[config.mk]
export PLATFORM = sky130hd
export DESIGN_NAME = echo_pulse_range_filter_unit
export DESIGN_NICKNAME = d
export VERILOG_FILES = /design/src/rtl/core/epr_pkg.sv /design/src/rtl/core/epr_div.sv /design/src/rtl/core/epr_ring.sv /design/src/rtl/core/echo_pulse_range_filter_unit.sv
export SDC_FILE = /design/constraint.sdc
export NUM_CORES = 2
export LEC_CHECK = 0
export ABC_CLOCK_PERIOD_IN_PS = 16750
export CORE_ASPECT_RATIO = 0.6
export CORE_MARGIN = 1.5
export CORE_UTILIZATION = 35
export DETAILED_ROUTE_END_ITERATION = 16
export DONT_BUFFER_PORTS = 1
export PLACE_DENSITY_LB_ADDON = 0.15
export SYNTH_ARGS = -nofsm -noshare
export SYNTH_HDL_FRONTEND = slang
export SYNTH_SLANG_ARGS = --single-unit
[constraint.sdc]
create_clock -name clk -period 16.75 [get_ports clk]
set_input_delay 0.8375 -clock clk [delete_from_list [all_inputs] [get_ports clk]]
set_output_delay 0.8375 -clock clk [all_outputs]
set_load 0.01 [all_outputs]
[src/rtl/core/epr_pkg.sv]
`default_nettype none
// ----------------------------------------------------------------------------
// epr_pkg - echo pulse range filter shared definitions
// Field widths, ranging constants, command and register codes, sequencer
// states and the control/status structs between top level and ring walker.
// ----------------------------------------------------------------------------
package epr_pkg;

	localparam int TC_W          = 16;
	localparam int WRAP_W        = 8;
	localparam int DIST_W        = 27;
	localparam int HIT_W         = 22;
	localparam int MISS_W        = 8;
	localparam int CFG_W         = 22;
	localparam int DVS_W         = 7;
	localparam int PROD_W        = WRAP_W + 1 + TC_W;
	localparam int WIDE_W        = PROD_W + 1;
	localparam int DIST_NUM_W    = PROD_W + 8;
	localparam int OUT_W         = 80;
	localparam int RING_DEPTH_DEF = 10;

	localparam logic [DIST_W-1:0] DIST_MAX   = {DIST_W{1'b1}};
	localparam logic [DIST_W-1:0] NEAR_Q8    = DIST_W'(512);
	localparam logic [DIST_W-1:0] FAR_Q8     = DIST_W'(12800);
	localparam logic [HIT_W-1:0]  HIT_WRAP   = HIT_W'(4000000);
	localparam logic [MISS_W-1:0] MISS_LIMIT = MISS_W'(5);
	localparam logic [DVS_W-1:0]  DIST_DIV   = DVS_W'(58);
	localparam logic [DIST_NUM_W-1:0] ROUND_BIAS = DIST_NUM_W'(29);
	localparam logic [TC_W-1:0]   PERIOD_RST = {TC_W{1'b1}};
	localparam logic [HIT_W-1:0]  THRESH_RST = HIT_W'(100);
	localparam logic [WRAP_W-1:0] WRAP_SAT   = {WRAP_W{1'b1}};

	localparam logic CMD_EDGE = 1'b0;
	localparam logic CMD_WRAP = 1'b1;

	localparam logic REG_TIMER_PERIOD  = 1'b0;
	localparam logic REG_HIT_THRESHOLD = 1'b1;

	typedef enum logic [3:0] {
		ST_IDLE,
		ST_MUL,
		ST_NUM,
		ST_DIST_GO,
		ST_DIST_WAIT,
		ST_WRITE,
		ST_WALK_GO,
		ST_WALK,
		ST_AVG_GO,
		ST_AVG_WAIT,
		ST_PUSH
	} state_t;

	typedef enum logic [1:0] {
		DV_IDLE,
		DV_EST,
		DV_BACK,
		DV_FIX
	} div_state_t;

	typedef struct packed {
		logic write;
		logic walk_start;
	} ring_ctl_t;

	typedef struct packed {
		logic walk_done;
		logic lost;
		logic acquired;
	} ring_sts_t;

endpackage
`default_nettype wire

[src/rtl/core/epr_div.sv]
`default_nettype none
// ----------------------------------------------------------------------------
// epr_div - shared constant divider
// Reciprocal multiply for a quotient estimate, back multiply for the
// remainder, then compare-and-subtract steps until the remainder is in range.
// ----------------------------------------------------------------------------
module epr_div #(
	parameter int NUM_W      = epr_pkg::DIST_NUM_W,
	parameter int RING_DEPTH = epr_pkg::RING_DEPTH_DEF
) (
	input  logic             clk,
	input  logic             arst_n,
	input  logic             start,
	input  logic             mean_sel,   // 1: divide by RING_DEPTH, 0: by 58
	input  logic [NUM_W-1:0] numer,
	output logic             done,
	output logic [NUM_W-1:0] quot
);
	import epr_pkg::*;

	localparam int RCP_SHIFT = 32;
	localparam int RCP_W     = 32;
	localparam int REM_W     = 10;
	localparam int MUL_W     = NUM_W + RCP_W;
	localparam logic [RCP_W-1:0] RCP_DIST = RCP_W'((64'd1 << RCP_SHIFT) / 64'(DIST_DIV));
	localparam logic [RCP_W-1:0] RCP_MEAN = RCP_W'((64'd1 << RCP_SHIFT) / 64'(RING_DEPTH));
	localparam logic [DVS_W-1:0] MEAN_DIV = DVS_W'(RING_DEPTH);

	div_state_t state_q, state_d;

	logic [NUM_W-1:0] num_q;
	logic [NUM_W-1:0] quot_q;
	logic [REM_W-1:0] rem_q;
	logic             sel_q;

	logic [DVS_W-1:0] dvs;
	logic [NUM_W-1:0] mul_a;
	logic [RCP_W-1:0] mul_b;
	logic [MUL_W-1:0] mul_p;
	logic             fits;

	assign dvs   = sel_q ? MEAN_DIV : DIST_DIV;
	assign fits  = rem_q >= REM_W'(dvs);
	assign mul_p = MUL_W'(mul_a) * MUL_W'(mul_b);

	always_comb begin
		state_d = state_q;
		unique case (state_q)
			DV_IDLE: if (start) state_d = DV_EST;
			DV_EST:  state_d = DV_BACK;
			DV_BACK: state_d = DV_FIX;
			DV_FIX:  if (!fits) state_d = DV_IDLE;
			default: state_d = DV_IDLE;
		endcase
	end

	always_comb begin
		mul_a = (state_q == DV_EST) ? num_q : quot_q;
		mul_b = (state_q == DV_EST) ? (sel_q ? RCP_MEAN : RCP_DIST) : RCP_W'(dvs);
		done  = (state_q == DV_FIX) && !fits;
	end

	always_ff @(posedge clk or negedge arst_n) begin
		if (!arst_n) begin
			state_q <= DV_IDLE;
		end else begin
			state_q <= state_d;
		end
	end

	// estimate is never above the quotient and at most two below it
	always_ff @(posedge clk) begin
		if (state_q == DV_IDLE && start) begin
			num_q <= numer;
			sel_q <= mean_sel;
		end
		if (state_q == DV_EST)
			quot_q <= mul_p[RCP_SHIFT +: NUM_W];
		if (state_q == DV_BACK)
			rem_q <= num_q[REM_W-1:0] - mul_p[REM_W-1:0];
		if (state_q == DV_FIX && fits) begin
			rem_q  <= rem_q - REM_W'(dvs);
			quot_q <= quot_q + NUM_W'(1);
		end
	end

	assign quot = quot_q;

endmodule
`default_nettype wire

[src/rtl/core/epr_ring.sv]
`default_nettype none
// ----------------------------------------------------------------------------
// epr_ring - distance ring and hit/miss walker
// Ring memory with per-entry valid bits; walks one entry per cycle,
// accumulating the sum and updating hit, miss and lost state.
// ----------------------------------------------------------------------------
module epr_ring #(
	parameter int RING_DEPTH = epr_pkg::RING_DEPTH_DEF,
	parameter int SUM_W      = epr_pkg::DIST_W + $clog2(RING_DEPTH + 1)
) (
	input  logic                      clk,
	input  logic                      arst_n,
	input  epr_pkg::ring_ctl_t        ctl,
	input  logic [epr_pkg::DIST_W-1:0] wr_data,
	input  logic [epr_pkg::HIT_W-1:0]  hit_threshold,
	output epr_pkg::ring_sts_t        sts,
	output logic [SUM_W-1:0]          sum,
	output logic [epr_pkg::HIT_W-1:0]  hits
);
	import epr_pkg::*;

	localparam int IDX_W = $clog2(RING_DEPTH);
	localparam logic [IDX_W-1:0] LAST_IDX = IDX_W'(RING_DEPTH - 1);

	logic [DIST_W-1:0]     mem_q [RING_DEPTH];
	logic [RING_DEPTH-1:0] valid_q;
	logic [IDX_W-1:0]      pos_q;
	logic                  walk_q;
	logic [IDX_W-1:0]      rd_idx_q;
	logic                  rd_vld_s1;
	logic                  last_s1;
	logic                  ent_vld_s1;
	logic [DIST_W-1:0]     rd_data_s1;
	logic [SUM_W-1:0]      sum_q;
	logic [HIT_W-1:0]      hits_q;
	logic [MISS_W-1:0]     misses_q;
	logic                  lost_q;
	logic                  acq_q;

	logic [DIST_W-1:0] entry;
	logic              is_hit;
	logic [HIT_W-1:0]  hits_inc;
	logic [MISS_W-1:0] miss_inc;

	assign entry    = ent_vld_s1 ? rd_data_s1 : '0;
	assign is_hit   = (entry > NEAR_Q8) && (entry < FAR_Q8);
	assign hits_inc = hits_q + HIT_W'(1);
	assign miss_inc = misses_q + MISS_W'(1);

	always_ff @(posedge clk) begin
		if (ctl.write)
			mem_q[pos_q] <= wr_data;
		if (walk_q)
			rd_data_s1 <= mem_q[rd_idx_q];
	end

	always_ff @(posedge clk or negedge arst_n) begin
		if (!arst_n) begin
			valid_q    <= '0;
			pos_q      <= '0;
			walk_q     <= 1'b0;
			rd_idx_q   <= '0;
			rd_vld_s1  <= 1'b0;
			last_s1    <= 1'b0;
			ent_vld_s1 <= 1'b0;
			sum_q      <= '0;
			hits_q     <= '0;
			misses_q   <= '0;
			lost_q     <= 1'b1;
			acq_q      <= 1'b0;
		end else begin
			if (ctl.write) begin
				valid_q[pos_q] <= 1'b1;
				pos_q <= (pos_q == LAST_IDX) ? '0 : pos_q + IDX_W'(1);
			end

			rd_vld_s1 <= walk_q;
			if (walk_q) begin
				ent_vld_s1 <= valid_q[rd_idx_q];
				last_s1    <= rd_idx_q == LAST_IDX;
				if (rd_idx_q == LAST_IDX)
					walk_q <= 1'b0;
				else
					rd_idx_q <= rd_idx_q + IDX_W'(1);
			end

			if (ctl.walk_start) begin
				walk_q   <= 1'b1;
				rd_idx_q <= '0;
				sum_q    <= '0;
				acq_q    <= 1'b0;
			end else if (rd_vld_s1) begin
				sum_q <= sum_q + SUM_W'(entry);
				if (is_hit) begin
					if (hits_inc > hit_threshold) begin
						lost_q <= 1'b0;
						acq_q  <= 1'b1;
					end
					hits_q <= (hits_inc > HIT_WRAP) ? '0 : hits_inc;
				end else begin
					misses_q <= miss_inc;
					if (miss_inc >= MISS_LIMIT)
						lost_q <= 1'b1;
				end
			end
		end
	end

	assign sts.walk_done = rd_vld_s1 && last_s1;
	assign sts.lost      = lost_q;
	assign sts.acquired  = acq_q;
	assign sum           = sum_q;
	assign hits          = hits_q;

endmodule
`default_nettype wire

[src/rtl/core/echo_pulse_range_filter_unit.sv]
`default_nettype none
// ----------------------------------------------------------------------------
// echo_pulse_range_filter_unit - ultrasonic echo pulse ranging filter
// Pulse width to distance, ring mean and hit/miss target tracking.
// ----------------------------------------------------------------------------
// Requests carry cmd in s_tuser and the sampled timer count in s_tdata. A
// wrap tick gives no result. Every echo edge gives one result, worked out
// by the ring walk, which reads one entry per cycle from the ring memory,
// and by the shared constant divider, used for the width/58 conversion on a
// falling edge and for the ring mean on every edge: a reciprocal multiply, a
// back multiply and up to two correction steps. A finished result may wait
// on m_tready. s_tready is low while an edge is in work. The ring is cleared
// at reset through per-entry valid bits, with no clearing pass.
module echo_pulse_range_filter_unit #(
	parameter int RING_DEPTH = epr_pkg::RING_DEPTH_DEF
) (
	input  logic                       clk,
	input  logic                       arst_n,
	input  logic                       s_tvalid,
	output logic                       s_tready,
	input  logic [15:0]                s_tdata,   // timer_count
	input  logic                       s_tuser,   // cmd
	output logic                       m_tvalid,
	input  logic                       m_tready,
	// distance_q8[26:0], average_q8[53:27], hit_count[75:54], miss_flag[76],
	// acquired_pulse[77], pulse_done[78], zero pad[79]
	output logic [epr_pkg::OUT_W-1:0]  m_tdata,
	input  logic                       cfg_we,
	input  logic                       cfg_index,
	input  logic [epr_pkg::CFG_W-1:0]  cfg_wdata
);
	import epr_pkg::*;

	localparam int SUM_W = DIST_W + $clog2(RING_DEPTH + 1);
	localparam int NUM_W = (SUM_W > DIST_NUM_W) ? SUM_W : DIST_NUM_W;
	localparam logic [SUM_W-1:0] HALF = SUM_W'(RING_DEPTH / 2);

	state_t state_q, state_d;

	logic [TC_W-1:0]       period_q;
	logic [HIT_W-1:0]      thresh_q;
	logic                  awaiting_q;
	logic [TC_W-1:0]       rise_q;
	logic [TC_W-1:0]       tc_q;
	logic [WRAP_W-1:0]     wrap_q;
	logic [PROD_W-1:0]     prod_q;
	logic [DIST_NUM_W-1:0] num_q;
	logic [DIST_W-1:0]     last_q;
	logic                  done_q;

	logic                  m_tvalid_q;
	logic [DIST_W-1:0]     o_dist_q;
	logic [DIST_W-1:0]     o_avg_q;
	logic [HIT_W-1:0]      o_hits_q;
	logic                  o_miss_q;
	logic                  o_acq_q;
	logic                  o_done_q;

	logic                  accept;
	logic                  div_start;
	logic [NUM_W-1:0]      div_numer;
	logic                  div_mean;
	logic                  div_done;
	logic [NUM_W-1:0]      div_quot;
	logic                  load_dist;
	logic                  load_out;
	ring_ctl_t             ring_ctl;
	ring_sts_t             ring_sts;
	logic [SUM_W-1:0]      ring_sum;
	logic [HIT_W-1:0]      ring_hits;

	logic signed [WIDE_W-1:0] wide;
	logic [PROD_W-1:0]        width_w;
	logic [DIST_W-1:0]        dist_sat;

	assign s_tready = state_q == ST_IDLE;
	assign accept   = s_tvalid && s_tready;

	assign wide = $signed({1'b0, prod_q}) + $signed(WIDE_W'(tc_q)) - $signed(WIDE_W'(rise_q));

	always_comb begin
		if (wrap_q == '0)
			width_w = PROD_W'(TC_W'(tc_q - rise_q));
		else if (wide < 0)
			width_w = '0;
		else
			width_w = wide[PROD_W-1:0];
	end

	assign dist_sat = (div_quot[NUM_W-1:DIST_W] != '0) ? DIST_MAX : div_quot[DIST_W-1:0];

	always_comb begin
		state_d = state_q;
		unique case (state_q)
			ST_IDLE: begin
				if (accept && s_tuser == CMD_EDGE)
					state_d = awaiting_q ? ST_MUL : ST_WRITE;
			end
			ST_MUL:       state_d = ST_NUM;
			ST_NUM:       state_d = ST_DIST_GO;
			ST_DIST_GO:   state_d = ST_DIST_WAIT;
			ST_DIST_WAIT: if (div_done) state_d = ST_WRITE;
			ST_WRITE:     state_d = ST_WALK_GO;
			ST_WALK_GO:   state_d = ST_WALK;
			ST_WALK:      if (ring_sts.walk_done) state_d = ST_AVG_GO;
			ST_AVG_GO:    state_d = ST_AVG_WAIT;
			ST_AVG_WAIT:  if (div_done) state_d = ST_PUSH;
			ST_PUSH:      if (!m_tvalid_q || m_tready) state_d = ST_IDLE;
			default:      state_d = ST_IDLE;
		endcase
	end

	always_comb begin
		div_start           = (state_q == ST_DIST_GO) || (state_q == ST_AVG_GO);
		div_numer           = (state_q == ST_DIST_GO) ? NUM_W'(num_q) : NUM_W'(ring_sum + HALF);
		div_mean            = state_q == ST_AVG_GO;
		ring_ctl.write      = state_q == ST_WRITE;
		ring_ctl.walk_start = state_q == ST_WALK_GO;
		load_dist           = (state_q == ST_DIST_WAIT) && div_done;
		load_out            = (state_q == ST_PUSH) && (!m_tvalid_q || m_tready);
	end

	always_ff @(posedge clk or negedge arst_n) begin
		if (!arst_n) begin
			state_q    <= ST_IDLE;
			period_q   <= PERIOD_RST;
			thresh_q   <= THRESH_RST;
			awaiting_q <= 1'b0;
			rise_q     <= '0;
			wrap_q     <= '0;
			last_q     <= '0;
			done_q     <= 1'b0;
			m_tvalid_q <= 1'b0;
		end else begin
			state_q <= state_d;

			if (cfg_we) begin
				unique case (cfg_index)
					REG_TIMER_PERIOD:  period_q <= cfg_wdata[TC_W-1:0];
					REG_HIT_THRESHOLD: thresh_q <= cfg_wdata[HIT_W-1:0];
				endcase
			end

			if (accept) begin
				if (s_tuser == CMD_WRAP) begin
					if (wrap_q != WRAP_SAT)
						wrap_q <= wrap_q + WRAP_W'(1);
				end else if (!awaiting_q) begin
					rise_q     <= s_tdata;
					awaiting_q <= 1'b1;
					wrap_q     <= '0;
					done_q     <= 1'b0;
				end else begin
					awaiting_q <= 1'b0;
					done_q     <= 1'b1;
				end
			end

			if (state_q == ST_NUM)
				wrap_q <= '0;
			if (load_dist)
				last_q <= dist_sat;

			if (load_out)
				m_tvalid_q <= 1'b1;
			else if (m_tready)
				m_tvalid_q <= 1'b0;
		end
	end

	always_ff @(posedge clk) begin
		if (accept)
			tc_q <= s_tdata;
		if (state_q == ST_MUL)
			prod_q <= PROD_W'((WRAP_W + 1)'(wrap_q) + (WRAP_W + 1)'(1)) * PROD_W'(period_q);
		if (state_q == ST_NUM)
			num_q <= {width_w, 8'd0} + ROUND_BIAS;
		if (load_out) begin
			o_dist_q <= last_q;
			o_avg_q  <= div_quot[DIST_W-1:0];
			o_hits_q <= ring_hits;
			o_miss_q <= ring_sts.lost;
			o_acq_q  <= ring_sts.acquired;
			o_done_q <= done_q;
		end
	end

	assign m_tvalid = m_tvalid_q;
	assign m_tdata  = {1'b0, o_done_q, o_acq_q, o_miss_q, o_hits_q, o_avg_q, o_dist_q};

	epr_div #(
		.NUM_W     (NUM_W),
		.RING_DEPTH(RING_DEPTH)
	) u_div (
		.clk     (clk),
		.arst_n  (arst_n),
		.start   (div_start),
		.mean_sel(div_mean),
		.numer   (div_numer),
		.done    (div_done),
		.quot    (div_quot)
	);

	epr_ring #(
		.RING_DEPTH(RING_DEPTH),
		.SUM_W     (SUM_W)
	) u_ring (
		.clk          (clk),
		.arst_n       (arst_n),
		.ctl          (ring_ctl),
		.wr_data      (last_q),
		.hit_threshold(thresh_q),
		.sts          (ring_sts),
		.sum          (ring_sum),
		.hits         (ring_hits)
	);

	a_walk_in_walk: assert property (@(posedge clk) disable iff (!arst_n)
		ring_sts.walk_done |-> state_q == ST_WALK)
		else $error("ring walk finished outside walk state");

	a_div_done_wait: assert property (@(posedge clk) disable iff (!arst_n)
		div_done |-> (state_q == ST_DIST_WAIT || state_q == ST_AVG_WAIT))
		else $error("divider finished outside a wait state");

	a_push_holds: assert property (@(posedge clk) disable iff (!arst_n)
		(state_q == ST_PUSH && m_tvalid_q && !m_tready) |=> state_q == ST_PUSH)
		else $error("result pushed over a pending one");

endmodule
`default_nettype wire

==> impl_metrics.env <==
export IMPL_grt_pass1_vias=41936
export IMPL_outcome="complete, but fails checks"
export IMPL_coreArea_mm2=0.176
export IMPL_die_area_mm2=0.180
export IMPL_layout_commonest_cell="inv_1"
export IMPL_cts_sinks=701
export IMPL_drc=10
export IMPL_fin_skew_ns=0.0506
export IMPL_fillers=17273
export IMPL_grt_setup_unrepaired="no"
export IMPL_ys_flop_type="edfxtp_1"
export IMPL_synth_edff_count=518
export IMPL_syn_avg_cell_area_um2=10.7
export IMPL_min_period_ns=10.89
export IMPL_grt_max_degree=164
export IMPL_area_delta_synth_final_pct=8.76
export IMPL_drtIter0Drc=4263
export IMPL_hold_viol=0
export IMPL_gp_congestion=1.01
export IMPL_worst_pin_slew_ns=1.33
export IMPL_via_count=41788
export IMPL_cts_buffers=75
export IMPL_drive_above_1_share=0.0676
export IMPL_antenna_found_initial=7
export IMPL_cts_tree="yes"
export IMPL_die_h_um=329
export IMPL_violations="design-rule violations"
export IMPL_max_cap_violations=0
export IMPL_critPathArrivalTime_ns=11.32
export IMPL_timing_hold_ws_ns=0.129
export IMPL_cts_root_buf="clkbuf_16"
export IMPL_synth_warning_count=0
export IMPL_drt_total_wl_um=204000
export IMPL_htree_levels=3
export IMPL_critical_path_class="reg -> reg"
export IMPL_hp_class="in -> async"
export IMPL_grt_first_pass_wirelength_um=301000
export IMPL_drt_antenna_violating_nets=0
export IMPL_syn_inst=5778
export IMPL_crit_path_start_kind="flop"
export IMPL_finalSetupTns_ns=0
export IMPL_firstDrtPassIters=11
export IMPL_critPathMaxFanout=17
export IMPL_avgRoutedWirePerCell_um=25.1
export IMPL_fmax_ghz=0.0919
export IMPL_layout_common_cells="inv_1 (1165), fa_1 (739), ha_1 (567)"
export IMPL_syn_nets=7130
export IMPL_nets=7085
export IMPL_fin_crit_sh=0.650
export IMPL_crit_path_end_kind="flop"
export IMPL_clkTransAtPathRegs_ns=0.09
export IMPL_max_slew_margin=0.106
export IMPL_max_stage_delay_ns=0.76
export IMPL_postCtsSetupBuffers=0
export IMPL_grt_ovfl_total=0
export IMPL_numPortBuffers=0
export IMPL_routed_via_density=5.12
export IMPL_ys_ff_latch=701
export IMPL_synth_distinct_cells=73
export IMPL_synth_seq_area_share=0.325
export IMPL_fin_util=0.384
export IMPL_clockBufferDepth=3
export IMPL_finalMaxSlewViolations=0
export IMPL_ioPinCount=127
export IMPL_rows=119
export IMPL_worstPathRequired_ns=17.18
export IMPL_hpwl_um=166000
export IMPL_finalSetupViolCount=0
export IMPL_die_w_um=547
export IMPL_initial_utilization=0.353
export IMPL_track_usage=0.231
export IMPL_reg2reg_slack_ns=5.86
export IMPL_worst_path_most_repeated_cell="inv_1"
export IMPL_synth_area_mm2=0.0621
export IMPL_slowest_stage="a21oi_1"
export IMPL_clk_latency_ns=0.71
export IMPL_async_reset_ff_frac=0.261
==> flip-flops by register name, summed over array words and instances (netlist names), 8 cells and up <==
signal             cells
u_ring.hits           22
u_div.quot            33
u_ring.valid_q        10
u_ring.rd_data_s1     27
thresh_q              22
wrap_q                 8
u_div.rem_q            9
u_div.num_q           33
tc_q                  16
o_hits_q              22
o_avg_q               27
prod_q                25
o_dist_q              27
num_q                 25
u_ring.misses_q        8
last_q                27
u_ring.sum            31
rise_q                16
period_q              16
u_ring.mem_q         270
==> worst max-delay path: cells and delay by family, from the launching register on <==
kind / cells / cell delay [ns]
DFF: 1 / 0.41
AOI/OAI and AO/OA: 8 / 2.82
buffers and inverters: 10 / 1.41
adders and majority gates: 10 / 4.11
and+or+nand+nor: 5 / 1.10
muxes: 1 / 0.71
==> through the flow <==
stage / cells / worst slack [ns] / cell area, um^2
floorplan: 5778 / 7.94 / 62100
global placement: 8013 / 6.38 / 65000
detailed placement: 8013 / 6.31 / 65000
CTS: 8154 / 6.23 / 67500
global route: 8155 / 5.48 / 67500
finish: 8156 / 5.86 / 67500
==> synthesized netlist by cell type, types with 20 or more instances <==
cell | instances | area (um^2)
xor2_1 | 89 | 780
nor2b_1 | 98 | 613
ha_1 | 568 | 7110
nand2b_1 | 52 | 325
a211oi_1 | 39 | 293
edfxtp_1 | 518 | 15600
mux4_2 | 56 | 1260
a31oi_1 | 23 | 144
and3_1 | 47 | 294
mux2_2 | 43 | 484
nor3_1 | 52 | 260
fa_1 | 739 | 14800
nand2_1 | 452 | 1700
a21o_1 | 95 | 713
clkbuf_1 | 170 | 638
dfrtp_1 | 163 | 4080
xnor2_1 | 135 | 1180
dfstp_2 | 20 | 526
and2_1 | 56 | 350
o21bai_1 | 28 | 210
o21a_1 | 22 | 165
a21oi_1 | 251 | 1260
mux2i_1 | 53 | 531
o31ai_1 | 22 | 165
o21ai_0 | 198 | 991
inv_1 | 1166 | 4380
or2_2 | 29 | 181
nand3_1 | 69 | 345
or3_1 | 21 | 131
nor2_1 | 284 | 1070
nand4_1 | 36 | 225
==> what timing repair did <==
action	in CTS	in global routing
hold buffers	2	0
gates resized for setup	0	0
hold endpoints to repair	163	0
==> cell families after synthesis <==
logic type               Yosys count  synth area share
buffers and inverters           1367            0.0832
flip-flops                       701             0.325
AO/OA/AOI/OAI                    790            0.0778
other                              2          0.000121
multiplexers                     152            0.0367
AND/OR/NAND/NOR                 1235            0.0932
adder cells (fa/ha/maj)         1307             0.353
XOR/XNOR                         224            0.0316
==> final cells by class <==
class                           count  area, um^2  area share
Multi-Input combinational cell   3710       36900       0.547
Sequential cell                   701       20200       0.299
Inverter                         1166        4380      0.0648
Tap cell                         2359        2950      0.0437
Clock buffer                       97        2060      0.0305
Timing Repair Buffer               79         616     0.00912
Clock inverter                     42         434     0.00643
Antenna cell                        2        5.00   0.0000741
==> worst paths after layout <==
check                            startpoint        endpoint  cells after the start
max in group asynchronous            arst_n    period_q[15]                      1
max                        u_div.state_q[1]  u_div.quot[30]                     34
max reg2reg                u_div.state_q[1]  u_div.quot[30]                     34
min in group clk                 s_tdata[1]         tc_q[1]                      0
min reg2reg                    u_ring.acq_q         o_acq_q                      0
min                                  arst_n      rise_q[14]                      1
==> routing by layer <==
metal / wire (um) / GRT usage
met5: 27 / 0
met2: 69200 / 0.271
met3: 24400 / 0.0915
met1: 108000 / 0.384
met4: 2420 / 0.0307
Power is not shown: default switching activity piles up to over one toggle a cycle in this logic, so the estimate is an artifact.
